==> src/design/eos_pkg.sv <==
// Package for the elevator order scheduler: widths, codes and shared types.
// Used by eos_ctrl, eos_datapath and elevator_order_scheduler.
package eos_pkg;
    localparam int FLOORS_DEF = 4;
    localparam int FLOOR_W    = 2;

    localparam logic [2:0] FUNC_BUTTON = 3'd0;
    localparam logic [2:0] FUNC_ARRIVE = 3'd1;
    localparam logic [2:0] FUNC_BETWEEN = 3'd2;
    localparam logic [2:0] FUNC_ESTOP  = 3'd3;
    localparam logic [2:0] FUNC_DOOR   = 3'd4;

    localparam logic [1:0] KIND_UP   = 2'd0;
    localparam logic [1:0] KIND_DOWN = 2'd1;
    localparam logic [1:0] KIND_CAB  = 2'd2;

    // Commands from the controller to the datapath
    typedef struct packed {
        logic load;     // latch the input transaction
        logic eval;     // run the single-step part of the latched transaction
        logic walk;     // evaluate one queue slot of the placement walk
    } eos_cmd_t;

    // Status from the datapath to the controller
    typedef struct packed {
        logic walk_needed; // a placement walk is in progress
        logic walk_done;   // no slot left to walk
    } eos_sts_t;
endpackage

==> src/design/eos_ctrl.sv <==
// Controller state machine of the elevator order scheduler.
// Depends on eos_pkg; drives eos_datapath through eos_cmd_t / eos_sts_t.
module eos_ctrl
    import eos_pkg::*;
(
    input  logic     aclk,
    input  logic     aresetn,
    input  logic     s_tvalid,
    output logic     s_tready,
    output logic     m_tvalid,
    input  logic     m_tready,
    output eos_cmd_t cmd,
    input  eos_sts_t sts
);
    typedef enum logic [1:0] {ST_IDLE, ST_EVAL, ST_WALK, ST_OUT} state_t;
    state_t state_reg;
    logic   m_valid_reg;

    // Ready when idle and the output register is free or being drained
    assign s_tready = (state_reg == ST_IDLE) && (!m_valid_reg || m_tready);
    assign m_tvalid = m_valid_reg;

    always_comb begin
        cmd.load = s_tvalid && s_tready;
        cmd.eval = (state_reg == ST_EVAL);
        cmd.walk = (state_reg == ST_WALK) && sts.walk_needed;
    end

    always_ff @(posedge aclk) begin
        if (!aresetn) begin
            state_reg   <= ST_IDLE;
            m_valid_reg <= 1'b0;
        end else begin
            if (m_valid_reg && m_tready) begin
                m_valid_reg <= 1'b0;
            end
            case (state_reg)
                ST_IDLE: begin
                    if (s_tvalid && s_tready) begin
                        state_reg <= ST_EVAL;
                    end
                end
                ST_EVAL: begin
                    state_reg <= ST_WALK;
                end
                ST_WALK: begin
                    if (sts.walk_done) begin
                        state_reg <= ST_OUT;
                    end
                end
                ST_OUT: begin
                    m_valid_reg <= 1'b1;
                    state_reg   <= ST_IDLE;
                end
                default: state_reg <= ST_IDLE;
            endcase
        end
    end
endmodule

==> src/design/eos_datapath.sv <==
// Datapath of the elevator order scheduler: order bits, destination queue,
// motor and halt state, and the slot-by-slot placement walk. Depends on eos_pkg.
module eos_datapath
    import eos_pkg::*;
#(
    parameter int FLOORS = FLOORS_DEF
) (
    input  logic               aclk,
    input  logic               aresetn,
    input  eos_cmd_t           cmd,
    output eos_sts_t           sts,
    input  logic [2:0]         in_func,
    input  logic [1:0]         in_kind,
    input  logic [FLOOR_W-1:0] in_floor,
    output logic signed [1:0]  motor_dir,
    output logic               door_start,
    output logic [3:0]         up_lamps,
    output logic [3:0]         down_lamps,
    output logic [3:0]         cab_lamps,
    output logic [FLOOR_W-1:0] floor_indicator,
    output logic [FLOOR_W-1:0] head_target,
    output logic               queue_empty
);
    localparam int QW = (FLOORS > 1) ? $clog2(FLOORS) : 1;
    localparam int FW = $clog2(FLOORS);      // floor width inside the datapath
    localparam int IW = $clog2(FLOORS + 1);  // slot counter width
    localparam int HW = FW + 2;              // signed half-floor position width
    localparam int SW = FW + 4;              // width of direction differences
    localparam logic [FW-1:0] TOP = FW'(FLOORS - 1);

    logic [FLOORS-1:0] up_reg, dn_reg, cab_reg;
    logic [FW-1:0]     qf_reg [FLOORS];
    logic [FLOORS-1:0] qv_reg;
    logic [FW-1:0]     last_reg;
    logic              at_floor_reg;
    logic signed [1:0] motor_reg, pref_reg, dr_reg;
    logic              halt_reg;
    logic [HW-1:0]     halt_pos_reg;
    logic              door_reg;
    logic [FW-1:0]     f_reg;
    logic [IW-1:0]     idx_reg;
    logic              busy_reg;

    // Latched transaction fields (floor at the package width FLOOR_W)
    logic [2:0]         func_reg;
    logic [1:0]         kind_reg;
    logic [FLOOR_W-1:0] fin_reg;

    function automatic logic signed [1:0] sgn(input logic signed [SW-1:0] d);
        sgn = (d > 0) ? 2'sd1 : ((d < 0) ? -2'sd1 : 2'sd0);
    endfunction

    // Direction from position to head destination
    logic signed [1:0] head_dir;
    always_comb begin
        head_dir = 2'sd0;
        if (qv_reg[0]) begin
            if (halt_reg) begin
                // halt position is signed: a stop below floor 0 reads as -1
                head_dir = sgn($signed({3'b000, qf_reg[0], 1'b0}) -
                               $signed({{2{halt_pos_reg[HW-1]}}, halt_pos_reg}));
            end else begin
                head_dir = sgn($signed({4'b0000, qf_reg[0]}) -
                               $signed({4'b0000, last_reg}));
            end
        end
    end

    logic fin_ok;
    logic [FW-1:0] fin;
    assign fin_ok = ({{(8-FLOOR_W){1'b0}}, fin_reg} < 8'(FLOORS));
    assign fin = FW'(fin_reg);

    // Direction to the head once the car stands at the arrival floor
    logic signed [1:0] arr_dir;
    assign arr_dir = qv_reg[0] ? sgn($signed({4'b0000, qf_reg[0]}) -
                                     $signed({4'b0000, fin})) : 2'sd0;

    // First-step placement decision for a button press
    logic hu, hd, q0hu, q0hd, cs_ok, between0, alongv;
    logic signed [1:0] dr0;
    logic [FW-1:0] q0;
    logic new_up, new_dn, new_cab, press;
    always_comb begin
        new_up  = (kind_reg == KIND_UP) && (fin != TOP) && !up_reg[fin];
        new_dn  = (kind_reg == KIND_DOWN) && (fin != '0) && !dn_reg[fin];
        new_cab = (kind_reg == KIND_CAB) && !cab_reg[fin];
        press   = (func_reg == FUNC_BUTTON) && fin_ok && (new_up || new_dn || new_cab);
        hu = up_reg[fin] || new_up;
        hd = dn_reg[fin] || new_dn;
        q0 = qf_reg[0];
        q0hu = up_reg[q0];
        q0hd = dn_reg[q0];
        if ((cab_reg[fin] || new_cab) || fin == TOP || fin == '0 || (hu && hd)) begin
            dr0 = 2'sd0;
        end else begin
            dr0 = hu ? 2'sd1 : -2'sd1;
        end
        cs_ok = at_floor_reg;
        between0 = ((q0 > last_reg) ? (q0 > fin && last_reg < fin)
                                    : (last_reg > fin && q0 < fin));
        alongv = (head_dir == dr0 || dr0 == 0) &&
                 (between0 || (cs_ok && fin == last_reg));
    end

    // One slot of the placement walk
    logic [QW-1:0] wi;
    logic [FW-1:0] wa, wb;
    logic signed [1:0] wsd;
    logic w_between;
    assign wi = QW'(idx_reg);
    assign wa = qf_reg[wi];
    assign wb = qf_reg[QW'(idx_reg - 1'b1)];
    assign wsd = sgn($signed({4'b0000, wa}) - $signed({4'b0000, wb}));
    assign w_between = ((wa > wb) ? (wa > f_reg && wb < f_reg) : (wb > f_reg && wa < f_reg));

    assign sts.walk_needed = busy_reg;
    assign sts.walk_done = !busy_reg;

    // Clocked update: transaction latch, placement walk and evaluation
    always_ff @(posedge aclk) begin
        if (!aresetn) begin
            up_reg <= '0; dn_reg <= '0; cab_reg <= '0; qv_reg <= '0;
            last_reg <= '0; at_floor_reg <= 1'b0; motor_reg <= 2'sd0;
            pref_reg <= 2'sd0; halt_reg <= 1'b0; halt_pos_reg <= '0;
            door_reg <= 1'b0; busy_reg <= 1'b0;
            idx_reg <= '0; dr_reg <= 2'sd0;
        end else if (cmd.load) begin
            func_reg <= in_func;
            kind_reg <= in_kind;
            fin_reg  <= in_floor;
            door_reg <= 1'b0;
        end else if (cmd.walk) begin
            // Slot walk, one slot per cycle
            if (!qv_reg[wi]) begin
                qf_reg[wi] <= f_reg;
                qv_reg[wi] <= 1'b1;
                busy_reg <= 1'b0;
            end else if (wa == f_reg) begin
                busy_reg <= 1'b0;
            end else if ((wsd == dr_reg || dr_reg == 0) && w_between) begin
                if (dr_reg == 0 && ((wsd > 0 && dn_reg[f_reg]) || (wsd < 0 && up_reg[f_reg]))) begin
                    dr_reg <= -wsd;
                    if (idx_reg == IW'(FLOORS - 1)) busy_reg <= 1'b0;
                    idx_reg <= idx_reg + 1'b1;
                end else begin
                    busy_reg <= 1'b0;
                end
            end else if ((wsd >= 0 && wa <= f_reg) || (wsd <= 0 && wa >= f_reg)) begin
                if ((up_reg[wa] && wsd < 0 && wa < last_reg) ||
                    (dn_reg[wa] && wsd > 0 && wa > last_reg)) begin
                    for (int i = 1; i < FLOORS; i++) begin
                        if (i > int'(idx_reg)) begin
                            qf_reg[i] <= qf_reg[i-1];
                            qv_reg[i] <= qv_reg[i-1];
                        end
                    end
                end
                qf_reg[wi] <= f_reg;
                busy_reg <= 1'b0;
            end else begin
                if (idx_reg == IW'(FLOORS - 1)) busy_reg <= 1'b0;
                idx_reg <= idx_reg + 1'b1;
            end
        end else if (cmd.eval) begin
            // Single-step evaluation of the latched transaction
            case (func_reg)
                FUNC_BUTTON: begin
                    if (press) begin
                        if (new_up) up_reg[fin] <= 1'b1;
                        if (new_dn) dn_reg[fin] <= 1'b1;
                        if (new_cab) cab_reg[fin] <= 1'b1;
                        f_reg <= fin;
                        if (!qv_reg[0]) begin
                            qf_reg[0] <= fin; qv_reg[0] <= 1'b1;
                        end else if (q0 == fin) begin
                        end else if (pref_reg != 0 && cs_ok &&
                                     ((pref_reg > 0 && fin > last_reg) ||
                                      (pref_reg < 0 && fin < last_reg))) begin
                            for (int i = 1; i < FLOORS; i++) begin
                                qf_reg[i] <= qf_reg[i-1]; qv_reg[i] <= qv_reg[i-1];
                            end
                            qf_reg[0] <= fin; qv_reg[0] <= 1'b1;
                            pref_reg <= 2'sd0;
                        end else if (pref_reg != 0 && !cs_ok && pref_reg > 0) begin
                            // sensor reads -1: every floor lies above it
                            for (int i = 1; i < FLOORS; i++) begin
                                qf_reg[i] <= qf_reg[i-1]; qv_reg[i] <= qv_reg[i-1];
                            end
                            qf_reg[0] <= fin; qv_reg[0] <= 1'b1;
                            pref_reg <= 2'sd0;
                        end else if (alongv) begin
                            if ((hu && head_dir < 0) || (hd && head_dir > 0)) begin
                                dr_reg <= -head_dir;
                                busy_reg <= 1'b1;
                                idx_reg <= IW'(1);
                            end
                        end else if ((head_dir > 0 && q0 < fin) || (head_dir < 0 && q0 > fin)) begin
                            if (((q0hu && head_dir < 0) || (q0hd && head_dir > 0)) && !qv_reg[1]) begin
                                for (int i = 1; i < FLOORS; i++) begin
                                    qf_reg[i] <= qf_reg[i-1]; qv_reg[i] <= qv_reg[i-1];
                                end
                                qv_reg[0] <= 1'b1;
                            end
                            qf_reg[0] <= fin;
                        end else begin
                            dr_reg <= dr0;
                            busy_reg <= 1'b1;
                            idx_reg <= IW'(1);
                        end
                    end
                end
                FUNC_ARRIVE: begin
                    if (fin_ok) begin
                        last_reg <= fin; at_floor_reg <= 1'b1;
                        halt_reg <= 1'b0; halt_pos_reg <= '0;
                        if (qv_reg[0] && q0 == fin) begin
                            if (fin != TOP && fin != '0) pref_reg <= motor_reg;
                            for (int i = 0; i < FLOORS - 1; i++) begin
                                qf_reg[i] <= qf_reg[i+1]; qv_reg[i] <= qv_reg[i+1];
                            end
                            qv_reg[FLOORS-1] <= 1'b0;
                            up_reg[fin] <= 1'b0; dn_reg[fin] <= 1'b0; cab_reg[fin] <= 1'b0;
                            motor_reg <= 2'sd0; door_reg <= 1'b1;
                        end else if (cab_reg[fin] || (arr_dir == 1 && up_reg[fin]) ||
                                     (arr_dir == -1 && dn_reg[fin])) begin
                            cab_reg[fin] <= 1'b0;
                            if (up_reg[fin] && arr_dir == 1) up_reg[fin] <= 1'b0;
                            else if (dn_reg[fin] && arr_dir == -1) dn_reg[fin] <= 1'b0;
                            motor_reg <= 2'sd0; door_reg <= 1'b1;
                        end
                    end
                end
                FUNC_BETWEEN: at_floor_reg <= 1'b0;
                FUNC_ESTOP: begin
                    qv_reg <= '0; up_reg <= '0; dn_reg <= '0; cab_reg <= '0;
                    if (at_floor_reg) begin
                        door_reg <= 1'b1;
                    end else begin
                        if (!halt_reg && motor_reg != 0)
                            halt_pos_reg <= HW'({last_reg, 1'b0}) + HW'(motor_reg);
                        halt_reg <= 1'b1;
                    end
                    motor_reg <= 2'sd0;
                end
                FUNC_DOOR: begin
                    if (qv_reg[0]) begin
                        motor_reg <= head_dir;
                        if (head_dir != 0) pref_reg <= 2'sd0;
                    end
                end
                default: ;
            endcase
        end
    end

    assign motor_dir = motor_reg;
    assign door_start = door_reg;
    assign up_lamps = 4'(up_reg);
    assign down_lamps = 4'(dn_reg);
    assign cab_lamps = 4'(cab_reg);
    assign floor_indicator = FLOOR_W'(last_reg);
    assign head_target = qv_reg[0] ? FLOOR_W'(qf_reg[0]) : '0;
    assign queue_empty = !qv_reg[0];
endmodule

==> src/design/elevator_order_scheduler.sv <==
// Elevator order scheduler top level.
// Each transaction runs through the steps accept, evaluate, walk check and
// output, plus a slot-by-slot walk (up to FLOORS-1 slots) when a button order
// is placed further back in the queue. The controller takes one transaction at
// a time; the next input waits until the result is taken.
// Reset: synchronous, active low aresetn; clears orders, queue and motor state.
module elevator_order_scheduler
    import eos_pkg::*;
#(
    parameter int FLOORS = FLOORS_DEF
) (
    input  logic        aclk,
    input  logic        aresetn,
    input  logic        s_tvalid,
    output logic        s_tready,
    input  logic [7:0]  s_tdata,  // [2:0] func, [4:3] button_kind, [6:5] floor
    output logic        m_tvalid,
    input  logic        m_tready,
    output logic [23:0] m_tdata   // [1:0] motor_dir, [2] door_start, [6:3] up_lamps,
                                  // [10:7] down_lamps, [14:11] cab_lamps,
                                  // [16:15] floor_indicator, [18:17] head_target,
                                  // [19] queue_empty
);
    eos_cmd_t cmd;
    eos_sts_t sts;
    logic signed [1:0] motor_dir;
    logic door_start, queue_empty;
    logic [3:0] up_lamps, down_lamps, cab_lamps;
    logic [1:0] floor_indicator, head_target;

    eos_ctrl u_ctrl (
        .aclk, .aresetn, .s_tvalid, .s_tready, .m_tvalid, .m_tready, .cmd, .sts
    );

    eos_datapath #(.FLOORS(FLOORS)) u_dp (
        .aclk, .aresetn, .cmd, .sts,
        .in_func(s_tdata[2:0]), .in_kind(s_tdata[4:3]), .in_floor(s_tdata[6:5]),
        .motor_dir, .door_start, .up_lamps, .down_lamps, .cab_lamps,
        .floor_indicator, .head_target, .queue_empty
    );

    assign m_tdata = {4'b0, queue_empty, head_target, floor_indicator, cab_lamps,
                      down_lamps, up_lamps, door_start, motor_dir};

    // A result never shows an empty queue with a nonzero head
    assert property (@(posedge aclk) disable iff (!aresetn)
        m_tvalid |-> !(m_tdata[19] && m_tdata[18:17] != 2'b00))
        else $error("head_target nonzero with empty queue");
    // Input is never taken while a result waits unconsumed
    assert property (@(posedge aclk) disable iff (!aresetn)
        (m_tvalid && !m_tready) |-> !s_tready)
        else $error("input accepted over a stalled result");
    // Motor never reported moving together with door start
    assert property (@(posedge aclk) disable iff (!aresetn)
        (m_tvalid && m_tdata[2]) |-> (m_tdata[1:0] == 2'b00))
        else $error("door start while motor moving");
endmodule

==> config.mk <==
export PLATFORM = sky130hd
export DESIGN_NAME = elevator_order_scheduler
export DESIGN_NICKNAME = d
export VERILOG_FILES = /design/src/design/eos_pkg.sv /design/src/design/eos_ctrl.sv /design/src/design/eos_datapath.sv /design/src/design/elevator_order_scheduler.sv
export SDC_FILE = /design/constraint.sdc
export NUM_CORES = 1
export LEC_CHECK = 0
export ABC_AREA = 1
export BUFFER_PORTS_ARGS = -buffer_cell sky130_fd_sc_hd__buf_2
export CAP_MARGIN = 0
export CORE_MARGIN = 1
export CORE_UTILIZATION = 30
export CTS_CLUSTER_DIAMETER = 50
export CTS_CLUSTER_SIZE = 10
export DETAILED_ROUTE_END_ITERATION = 12
export PLACE_DENSITY = 0.47
export SYNTH_ARGS = -nofsm -noshare
export SYNTH_HDL_FRONTEND = slang
export SYNTH_SLANG_ARGS = --single-unit
==> constraint.sdc <==
create_clock -name aclk -period 3.9 [get_ports aclk]
set_input_delay 0.195 -clock aclk [delete_from_list [all_inputs] [get_ports aclk]]
set_output_delay 0.195 -clock aclk [all_outputs]
set_load 0.05 [all_outputs]
==> run_results.csv <==
group,metric,value,unit
status,outcome,"finished clean",
pwr,seq_power_share,33.1,%
synthesis,synth.top_cell.area_share,16.5,%
final_layout,syn2layout_area_growth,14.2,%
pwr,power_leakage,2.52,nW
global_routing,antenna_found_initial,0,
place,place_congestion,0.921,
worst_setup_path,crit_arrival,3560,ps
final_layout,drive_above_1_share,15.0,%
worst_setup_path,crit_fanout,6,
final_layout,final_cells,988,
die,die_y,129,um
global_routing,grt_max_degree,22,
pwr,power_density,373,nW/um^2
timing,tightest_slew,580,ps
route,vias_per_cell,4.98,
route,dr_total_vias,4921,
worst_setup_path,crit_type,"reg2reg",
route,finalWirelength,15900,um
flow_run,cap_violations,0,
cts,cts.reportedPaths.clkPinSlew,50,ps
place,dp_slack,385,ps
worst_setup_path,end_kind,"register",
synthesis,synthTopCellsByArea,"dfxtp_1, nand2_1, edfxtp_1",
die,start_util,30.6,%
timing,rsz0062_at_grt,"false",
timing,max_freq,282,MHz
pwr,power_frac_clock,37.0,%
die,dieArea,16700,um^2
global_routing,grt-ovfl-total,0,
global_routing,grt_pass1_vias,4732,
synthesis,ys_ff_latch,57,
die,die_w,129,um
final_layout,layout.nets,815,
die,num_rows,46,
cts,cts.hold.buffers_added,0,
timing,finalCritPeriodShare,90.8,%
place,dp_hpwl,12600,um
pwr,peakVddDrop,0.000183,V
final_layout,largest_register_ffs,8,
cts,postCtsSetupBuffers,0,
route,wl_per_cell,16.1,um
place,io_buffers,32,
synthesis,yosysWarningCount,0,
pwr,power.switching,772,uW
place,dp.cells,972,
cts,insertion_delay,330,ps
route,firstDrtPassIters,7,
final_layout,n_antenna_cell,0,
cts,cts_resized,0,
synthesis,yosysTopAreaCell,"dfxtp_1",
route,postRouteAntennaNets,0,
global_routing,track_usage,20.0,%
route,drc_errors,0,
cts,clkSinkCount,57,
worst_setup_path,critPathLaunchType,"register",
synthesis,synthCells,728,
final_layout,final_util,35.0,%
route,drt_iter0_drc,441,
timing,period_minus_slack,3540,ps
global_routing,grt_pass1_wl,25200,um
synthesis,ys_seq_area_share,26.9,%
cts,cts_tree,"built",
cts,clock_path_buffers,2,
cts,cts-htree-levels,3,
synthesis,synth_cell_types,46,
final_layout,fill_cells,1770,
hold_path,hold_class,"in2reg",
synthesis,async_reset_ff_share,0,%
worst_setup_path,required,3920,ps
cts,cts_buffers,9,
timing,slew_viol_final,0,
timing,finalWorstSetupSlack,358,ps
timing,setup_viol,0,
pwr,netSwitchingFraction,37.3,%
timing,final_hold_viol_count,0,
die,core_area,15900,um^2
pwr,p_comb_share,29.8,%
pwr,p_total,2.07,mW
cts,root_buffer,"clkbuf_16",
timing,slew_headroom,61.2,%
pwr,power.internal,1.30,mW
synthesis,postSynthAreaPerCell,6.69,um^2
synthesis,synth_area,4870,um^2
synthesis,ys_dominant_reg_cell,"dfxtp_1",
timing,totalNegativeSetupSlack,0,ps
synthesis,synth_edf_count,17,
timing,skew,7.38,ps
die,ios,38,
area by class of cell:
class / instances / area (um^2) / area share (%)
clock buffers: 11 / 233 / 4.19
clock inverters: 5 / 47.5 / 0.855
flip-flops and latches: 57 / 1310 / 23.6
well taps: 216 / 270 / 4.86
multi-input cells: 542 / 3030 / 54.4
repair buffers: 42 / 235 / 4.23
inverters: 115 / 437 / 7.86
critical path: stages, from the launching register on:
cell and delay, ps:
dfxtp_1 430, inv_1 130, ha_1 290, inv_1 90
a21oi_1 140, a32oi_1 90, ha_1 220, fa_1 480
nand2_1 80, nand2_1 140, o211ai_1 100, nand3_1 120
nand3_1 160, nor3_2 240, inv_2 60, o21ai_0 140
inv_1 100, o21ai_1 210
synthesized netlist by cell type, types with 2 or more instances:
cell        n
mux2i_1     2
inv_1     103
nand4_2     2
o22ai_1     5
a22oi_1     3
nor3_2      2
o21ai_0    35
buf_4       8
nor2_4      7
o211a_1     4
edfxtp_1   17
nand3b_1    5
clkbuf_1    4
a21oi_1    60
nand2_4     4
ha_1       32
nor3_1     14
nor2_2     10
o21ai_2     3
fa_1        4
nand4_1     6
a32oi_1     2
dfxtp_1    40
nand3_2     6
nand2_1   175
inv_2      11
nor2_1     59
o211ai_1   11
buf_2       3
nand2_2    14
nand3_1    54
o21ai_1     9
through the flow:
stage,hold WS (ps),area [um^2]
2_1_floorplan,294,4880
3_3_place_gp,372,5280
3_5_place_dp,373,5280
4_1_cts,27.0,5560
5_1_grt,26.9,5560
6_report,34.6,5560
power by group through the flow:
| stage | Combinational [mW] | Clock [mW] | Sequential, mW |
|---|---|---|---|
| 3_3_place_gp | 0.607 | 0 | 0.698 |
| 4_1_cts | 0.618 | 0.781 | 0.686 |
| 5_1_grt | 0.679 | 0.808 | 0.691 |
| 2_1_floorplan | 0.434 | 0 | 0.710 |
| 6_report | 0.618 | 0.767 | 0.686 |
| 3_5_place_dp | 0.616 | 0 | 0.698 |
layer usage:
layer | global-route usage [%] | wire, um
met1 | 26.2 | 7310
met4 | 8.10 | 443
met5 | 0 | 0
met3 | 3.10 | 926
met2 | 32.7 | 7210
cell families after synthesis:
family / synth area share, %
fa+ha+maj: 9.87
mux: 0.411
simple gates: 34.9
flops: 26.9
other cells: 0.0770
buf+inv: 11.1
xor+xnor: 0.360
compound gates: 16.3
worst paths after layout:
check,startpoint,to,slack (ps),cells after the start
worst min-delay path,s_tdata[5],u_dp.fin[0],30,1
worst min register to register,u_dp.cab_lamps[3],u_dp.cab_lamps[3],470,2
worst max-delay path,u_dp.idx_reg[1],u_dp.qf_reg[2][0],360,17
worst max register to register,u_dp.idx_reg[1],u_dp.qf_reg[2][0],360,17
cells in the final DEF, fill, tap and decap left out, types with 3 or more instances in the layout:
| master | synthesis | routed |
|---|---|---|
| nand3_1 | 54 | 54 |
| clkbuf_16 | 0 | 9 |
| o211a_1 | 4 | 4 |
| o21ai_0 | 35 | 35 |
| nand2_1 | 175 | 175 |
| inv_1 | 103 | 103 |
| nor3_1 | 14 | 14 |
| ha_1 | 32 | 32 |
| buf_2 | 3 | 32 |
| o22ai_1 | 5 | 5 |
| nor2_2 | 10 | 10 |
| o21ai_2 | 3 | 3 |
| buf_4 | 8 | 10 |
| o211ai_1 | 11 | 11 |
| fa_1 | 4 | 4 |
| nand4_1 | 6 | 6 |
| nor2_4 | 7 | 7 |
| nor2_1 | 59 | 59 |
| inv_2 | 11 | 11 |
| a22oi_1 | 3 | 3 |
| conb_1 | 1 | 4 |
| nand2_2 | 14 | 14 |
| nand3b_1 | 5 | 5 |
| nand3_2 | 6 | 6 |
| edfxtp_1 | 17 | 17 |
| dfxtp_1 | 40 | 40 |
| o21ai_1 | 9 | 9 |
| a21oi_1 | 60 | 60 |
| nand2_4 | 4 | 4 |
Power figures use the tool's default switching activity.
